$ cat src/lctc_pkg.sv
// ----------------------------------------------------------------------------
// lctc_pkg
// Shared types, constants and helper functions for the Luhn card classifier.
// ----------------------------------------------------------------------------
package lctc_pkg;

  localparam int CardW      = 63;
  localparam int NumDigits  = 19;
  localparam int BcdW       = 4 * NumDigits;
  localparam int BitsPerCyc = 3;
  localparam int ConvSteps  = CardW / BitsPerCyc;
  localparam int CntW       = 5;

  typedef enum logic [1:0] {
    VerdictInvalid    = 2'd0,
    VerdictAmex       = 2'd1,
    VerdictMastercard = 2'd2,
    VerdictVisa       = 2'd3
  } verdict_e;

  typedef struct packed {
    logic            load;
    logic            conv;
    logic            scan;
    logic            finish;
    logic [CntW-1:0] pos;
  } cmd_t;

  // one double-dabble bit: add 3 to every digit above 4, then shift in msb
  function automatic logic [BcdW-1:0] dabble_bit(input logic [BcdW-1:0] bcd,
                                                 input logic            msb);
    logic [BcdW-1:0] adj;
    adj = bcd;
    for (int i = 0; i < NumDigits; i++) begin
      if (bcd[4*i +: 4] >= 4'd5) begin
        adj[4*i +: 4] = bcd[4*i +: 4] + 4'd3;
      end
    end
    return {adj[BcdW-2:0], msb};
  endfunction

  // digit sum of twice a decimal digit
  function automatic logic [3:0] luhn_double(input logic [3:0] d);
    logic [3:0] r;
    case (d)
      4'd0:    r = 4'd0;
      4'd1:    r = 4'd2;
      4'd2:    r = 4'd4;
      4'd3:    r = 4'd6;
      4'd4:    r = 4'd8;
      4'd5:    r = 4'd1;
      4'd6:    r = 4'd3;
      4'd7:    r = 4'd5;
      4'd8:    r = 4'd7;
      4'd9:    r = 4'd9;
      default: r = 4'd0;
    endcase
    return r;
  endfunction

endpackage

$ cat src/lctc_ctrl.sv
// ----------------------------------------------------------------------------
// lctc_ctrl
// Sequencer: binary-to-BCD conversion steps, digit scan, result strobe.
// ----------------------------------------------------------------------------
module lctc_ctrl (
  input  logic          clk_i,
  input  logic          rst_ni,
  input  logic          start,
  output logic          busy,
  output logic          valid_o,
  output lctc_pkg::cmd_t cmd_o
);
  import lctc_pkg::*;

  localparam logic [1:0] StIdle = 2'd0;
  localparam logic [1:0] StConv = 2'd1;
  localparam logic [1:0] StScan = 2'd2;
  localparam logic [1:0] StFin  = 2'd3;

  logic [1:0]      state_q, state_d;
  logic [CntW-1:0] cnt_q, cnt_d;
  logic            done_q, done_d;

  always_comb begin
    state_d = state_q;
    cnt_d   = cnt_q;
    done_d  = 1'b0;
    cmd_o   = '0;
    case (state_q)
      StIdle: begin
        if (start) begin
          cmd_o.load = 1'b1;
          cnt_d      = '0;
          state_d    = StConv;
        end
      end
      StConv: begin
        cmd_o.conv = 1'b1;
        if (cnt_q == CntW'(ConvSteps - 1)) begin
          cnt_d   = '0;
          state_d = StScan;
        end else begin
          cnt_d = cnt_q + 1'b1;
        end
      end
      StScan: begin
        cmd_o.scan = 1'b1;
        cmd_o.pos  = cnt_q;
        if (cnt_q == CntW'(NumDigits - 1)) begin
          cnt_d   = '0;
          state_d = StFin;
        end else begin
          cnt_d = cnt_q + 1'b1;
        end
      end
      StFin: begin
        cmd_o.finish = 1'b1;
        done_d       = 1'b1;
        state_d      = StIdle;
      end
      default: begin
        state_d = StIdle;
      end
    endcase
  end

  always_ff @(posedge clk_i or negedge rst_ni) begin
    if (!rst_ni) begin
      state_q <= StIdle;
      cnt_q   <= '0;
      done_q  <= 1'b0;
    end else begin
      state_q <= state_d;
      cnt_q   <= cnt_d;
      done_q  <= done_d;
    end
  end

  assign busy    = (state_q != StIdle);
  assign valid_o = done_q;

endmodule

$ cat src/lctc_datapath.sv
// ----------------------------------------------------------------------------
// lctc_datapath
// Double-dabble converter, serial digit scan with Luhn accumulator, verdict.
// ----------------------------------------------------------------------------
module lctc_datapath (
  input  logic                      clk_i,
  input  lctc_pkg::cmd_t            cmd_i,
  input  logic [lctc_pkg::CardW-1:0] card_number_i,
  output logic [1:0]                verdict_o,
  output logic                      luhn_ok_o,
  output logic [4:0]                digit_count_o
);
  import lctc_pkg::*;

  logic [CardW-1:0] bin_q, bin_d;
  logic [BcdW-1:0]  bcd_q, bcd_d, bcd_c;
  logic [CntW-1:0]  cnt_q, cnt_d;
  logic [3:0]       sum_q, sum_d;
  logic [3:0]       lead1_q, lead1_d;
  logic [6:0]       lead2_q, lead2_d;
  logic [3:0]       prev_q, prev_d;
  logic [1:0]       verdict_q, verdict_d;
  logic             ok_q;
  logic [4:0]       count_q;
  logic [3:0]       dig, add;
  logic [4:0]       tmp;
  logic             ok;

  always_comb begin
    bcd_c = bcd_q;
    for (int b = 0; b < BitsPerCyc; b++) begin
      bcd_c = dabble_bit(bcd_c, bin_q[CardW-1-b]);
    end
  end

  assign dig = bcd_q[3:0];
  assign add = cmd_i.pos[0] ? luhn_double(dig) : dig;
  assign tmp = {1'b0, sum_q} + {1'b0, add};
  assign ok  = (sum_q == 4'd0);

  always_comb begin
    bin_d   = bin_q;
    bcd_d   = bcd_q;
    cnt_d   = cnt_q;
    sum_d   = sum_q;
    lead1_d = lead1_q;
    lead2_d = lead2_q;
    prev_d  = prev_q;
    if (cmd_i.load) begin
      bin_d   = card_number_i;
      bcd_d   = '0;
      cnt_d   = '0;
      sum_d   = '0;
      lead1_d = '0;
      lead2_d = '0;
      prev_d  = '0;
    end else if (cmd_i.conv) begin
      bin_d = bin_q << BitsPerCyc;
      bcd_d = bcd_c;
    end else if (cmd_i.scan) begin
      bcd_d  = bcd_q >> 4;
      sum_d  = (tmp >= 5'd10) ? 4'(tmp - 5'd10) : tmp[3:0];
      prev_d = dig;
      if (dig != 4'd0) begin
        cnt_d   = cmd_i.pos + 1'b1;
        lead1_d = dig;
        lead2_d = {dig, 3'b000} + {2'b00, dig, 1'b0} + {3'b000, prev_q};
      end
    end
  end

  always_comb begin
    verdict_d = VerdictInvalid;
    if (ok) begin
      if (cnt_q == 5'd15 && (lead2_q == 7'd34 || lead2_q == 7'd37)) begin
        verdict_d = VerdictAmex;
      end else if (cnt_q == 5'd16 && lead2_q >= 7'd51 && lead2_q <= 7'd55) begin
        verdict_d = VerdictMastercard;
      end else if ((cnt_q == 5'd13 || cnt_q == 5'd16) && lead1_q == 4'd4) begin
        verdict_d = VerdictVisa;
      end
    end
  end

  always_ff @(posedge clk_i) begin
    bin_q   <= bin_d;
    bcd_q   <= bcd_d;
    cnt_q   <= cnt_d;
    sum_q   <= sum_d;
    lead1_q <= lead1_d;
    lead2_q <= lead2_d;
    prev_q  <= prev_d;
    if (cmd_i.finish) begin
      verdict_q <= verdict_d;
      ok_q      <= ok;
      count_q   <= cnt_q;
    end
  end

  assign verdict_o     = verdict_q;
  assign luhn_ok_o     = ok_q;
  assign digit_count_o = count_q;

endmodule

$ cat src/luhn_card_type_classifier.sv
// ----------------------------------------------------------------------------
// luhn_card_type_classifier
// Luhn mod-10 check and card type verdict for one binary card number.
// ----------------------------------------------------------------------------
// start is taken only while busy is low. Each word runs through 21
// conversion steps of 3 bits each, the digit scan and the verdict step
// in the shared datapath.
// busy is high from the accepting edge until the strobe cycle.
// Reset clears the sequencer and the strobe; result ports are undefined
// until the first strobe. valid_o is high for one cycle and cannot stall.
module luhn_card_type_classifier (
  input  logic                       clk_i,
  input  logic                       rst_ni,
  input  logic                       start,
  input  logic [lctc_pkg::CardW-1:0] card_number_i,
  output logic                       busy,
  output logic                       valid_o,
  output logic [1:0]                 verdict_o,
  output logic                       luhn_ok_o,
  output logic [4:0]                 digit_count_o
);
  import lctc_pkg::*;

  cmd_t cmd;

  lctc_ctrl u_ctrl (
    .clk_i   (clk_i),
    .rst_ni  (rst_ni),
    .start   (start),
    .busy    (busy),
    .valid_o (valid_o),
    .cmd_o   (cmd)
  );

  lctc_datapath u_dp (
    .clk_i         (clk_i),
    .cmd_i         (cmd),
    .card_number_i (card_number_i),
    .verdict_o     (verdict_o),
    .luhn_ok_o     (luhn_ok_o),
    .digit_count_o (digit_count_o)
  );

endmodule

$ cat config.mk
export PLATFORM = sky130hd
export DESIGN_NAME = luhn_card_type_classifier
export DESIGN_NICKNAME = d
export VERILOG_FILES = /design/src/lctc_pkg.sv /design/src/lctc_ctrl.sv /design/src/lctc_datapath.sv /design/src/luhn_card_type_classifier.sv
export SDC_FILE = /design/constraint.sdc
export NUM_CORES = 1
export LEC_CHECK = 0
export ABC_AREA = 1
export BUFFER_PORTS_ARGS = -buffer_cell sky130_fd_sc_hd__buf_2
export CAP_MARGIN = 20
export CORE_MARGIN = 4
export CORE_UTILIZATION = 48
export CTS_CLUSTER_DIAMETER = 120
export DETAILED_ROUTE_END_ITERATION = 10
export MAX_ROUTING_LAYER = met4
export PLACE_DENSITY_LB_ADDON = 0.2
export SLEW_MARGIN = 10
export SYNTH_ARGS = -nofsm -noshare
export SYNTH_HDL_FRONTEND = slang
export SYNTH_SLANG_ARGS = --single-unit
$ cat constraint.sdc
create_clock -name clk_i -period 4 [get_ports clk_i]
set_input_delay 0.8 -clock clk_i [delete_from_list [all_inputs] [get_ports clk_i]]
set_output_delay 0.8 -clock clk_i [all_outputs]
set_load 0.01 [all_outputs]
==> results.sh <==
export IMPL_track_usage=0.199
export IMPL_die_width_um=178
export IMPL_synth_warnings=0
export IMPL_synth_nets=2227
export IMPL_start_kind="flop"
export IMPL_grt_max_degree=83
export IMPL_syn_to_final_growth_pct=9.42
export IMPL_ys_top_cells_by_count="nand2_1 (569), inv_1 (299), a21oi_1 (192)"
export IMPL_synth_area_leaders="nand2_1 (15%), edfxtp_1 (15%), dfxtp_1 (15%)"
export IMPL_syn_area_per_cell_um2=6.88
export IMPL_worst_path_stages=29
export IMPL_yosysUniqueCellTypes=41
export IMPL_hold_class="in -> async"
export IMPL_drt_total_wl_mm=30.2
export IMPL_h_tree_depth=4
export IMPL_num_rows=62
export IMPL_ys_seq_area_frac=0.317
export IMPL_antenna_left=0
export IMPL_tightest_slew_ns=0.919
export IMPL_synthArstFlopShare=0.0437
export IMPL_grt_pass1_wl_mm=52.1
export IMPL_setup_viol=0
export IMPL_end_kind="flop"
export IMPL_finalHoldViolCount=0
export IMPL_portBuffers=75
export IMPL_drv_cap=0
export IMPL_synth_edf_count=71
export IMPL_reg2reg_depth=29
export IMPL_slew_limit_headroom=0.387
export IMPL_core_um2=28600
export IMPL_die_area_um2=31800
export IMPL_grt_pass1_vias=11700
export IMPL_worstSetupPathType="reg -> reg"
export IMPL_setup_tns_ns=0
export IMPL_drt_pass1_iter_count=5
export IMPL_cpMostUsedCell="nand2_1"
export IMPL_cts_buffers=17
export IMPL_synth_area_um2=13900
export IMPL_required_ns=4.38
export IMPL_overflow=0
export IMPL_drtIter0Drc=715
export IMPL_yosysTopAreaCellShare=0.154
export IMPL_gp_congestion=0.840
export IMPL_num_vias=12400
export IMPL_layout_nets=2269
export IMPL_clk_path_buf_depth=2
export IMPL_drive_gt1_frac=0.0833
export IMPL_antenna_found_initial=0
export IMPL_cts_num_sinks=183
export IMPL_crit_slowest_cell="dfxtp_4"
export IMPL_cp_top_family="simple AND/OR/NAND/NOR gates"
export IMPL_dp_hpwl_mm=21.1
export IMPL_antenna_cells=0
export IMPL_cp_slowest_stage_delay_ns=0.39
export IMPL_fmax_ghz=0.277
export IMPL_clockRootBuffer="clkbuf_16"
export IMPL_synth_ff_type="dfxtp_1"
export IMPL_cp_arrival_ns=3.99
export IMPL_rsz0062_at_grt="false"
export IMPL_cts_hold_buf=0
export IMPL_drc=0
export IMPL_synthCells=2022
export IMPL_status="complete, no violations"
export IMPL_synth_largest_area_cell="nand2_1"
export IMPL_clkLatencyLatePin_ns=0.44
export IMPL_clock_skew_ns=0.0129
export IMPL_start_util=0.486
export IMPL_cts_tree="yes"
export IMPL_viasPerCell=5.05
export IMPL_synthMostInstantiatedCell="nand2_1"
export IMPL_crit_buf_inv=6
export IMPL_drv_slew=0
export IMPL_clk_pin_slew_ns=0.07
export IMPL_layout_worst_path_cycle_share=0.901
export IMPL_ys_seq_elements=183
export IMPL_io_pins=76
export IMPL_period_needed_ns=3.61
export IMPL_wl_per_cell_um=12.3
export IMPL_crit_path_max_fanout=7
export IMPL_die_h_um=178
## flip-flops by register name, summed over array words and instances, names as in the netlist, named ones only
| name | cells |
|---|---|
| u_dp.lead2_q | 7 |
| u_dp.bin_q | 63 |
| u_dp.verdict_o | 2 |
| u_dp.lead1_q | 4 |
| u_dp.luhn_ok_o | 1 |
| u_dp.bcd_q | 76 |
| u_dp.prev_q | 4 |
| u_ctrl.state_q | 2 |
| u_dp.sum_q | 4 |
| u_dp.cnt_q | 5 |
| u_ctrl.valid_o | 1 |
| u_dp.digit_count_o | 5 |
| u_ctrl.cnt_q | 5 |
## routing by layer
layer  vias up  routed length [µm]  global-route usage
met3        19                 890              0.0242
met2       175               14500               0.342
met5         -                   0                   -
met4         0                 326              0.0438
met1      5616               14500               0.253
li1       6627                   -                   -
## kinds of logic after synthesis
kind of cell / share of synthesized area
xor+xnor: 0.0428
simple gates: 0.235
fa+ha+maj: 0.127
flops: 0.317
buf+inv: 0.0993
compound gates: 0.179
## metrics by stage
step	cells	util	hold WS [ns]	instance area [µm²]	worst slack [ns]
finish	2461	0.532	0.191	15200	0.394
global route	2461	0.532	0.190	15200	0.0225
CTS	2461	0.532	0.176	15200	0.244
detailed placement	2429	0.511	0.456	14600	0.262
floorplan	2022	-	0.425	13900	0.497
global placement	2429	0.511	0.449	14600	0.419
## worst paths after layout
check / from / end / slack [ns]
setup / recovery: u_dp.bcd_q[0]$_SDFFE_PP0N_ / flop / 0.39
hold / removal: rst_ni / u_ctrl.cnt_q[1]$_DFFE_PN0P_ / 0.19
setup reg to reg: u_dp.bcd_q[0]$_SDFFE_PP0N_ / flop / 0.39
hold reg to reg: u_dp.lead1_q[2]$_SDFFE_PP0P_ / u_dp.lead1_q[2]$_SDFFE_PP0P_ / 0.46
max in group asynchronous: rst_ni / u_ctrl.state_q[0]$_DFFE_PN0P_ / 3.64
min in group clk_i: u_dp.lead1_q[2]$_SDFFE_PP0P_ / u_dp.lead1_q[2]$_SDFFE_PP0P_ / 0.46
## layout make-up
class	instances	area [µm²]
Multi-Input combinational cell	1472	8130
Clock buffer	17	425
Clock inverter	15	164
Sequential cell	183	4420
Timing Repair Buffer	84	455
Fill cell	2790	13400
Inverter	306	1150
Tap cell	384	480
## cells in the final DEF, fill, tap and decap left out, types with 8 or more instances in the layout
cell type,n
o21ai_1,29
dfxtp_1,102
edfxtp_1,71
buf_4,8
ha_1,135
nand3_2,8
o211ai_1,28
clkbuf_16,17
o21ai_0,186
nor2_1,96
or2_2,11
inv_1,297
nand3_1,77
inv_2,9
a21oi_1,192
nand4_1,16
dfrtp_1,8
buf_2,75
xor2_1,62
o21ai_2,15
nand2_1,567
## repair_timing
action,CTS,global route
endpoints found under the setup margin,0,4
resized for setup,0,3
setup buffers,0,0
Power is left out: the tool's default activity adds up to more than one toggle a clock period on the data nets, which glitch-free logic cannot reach.
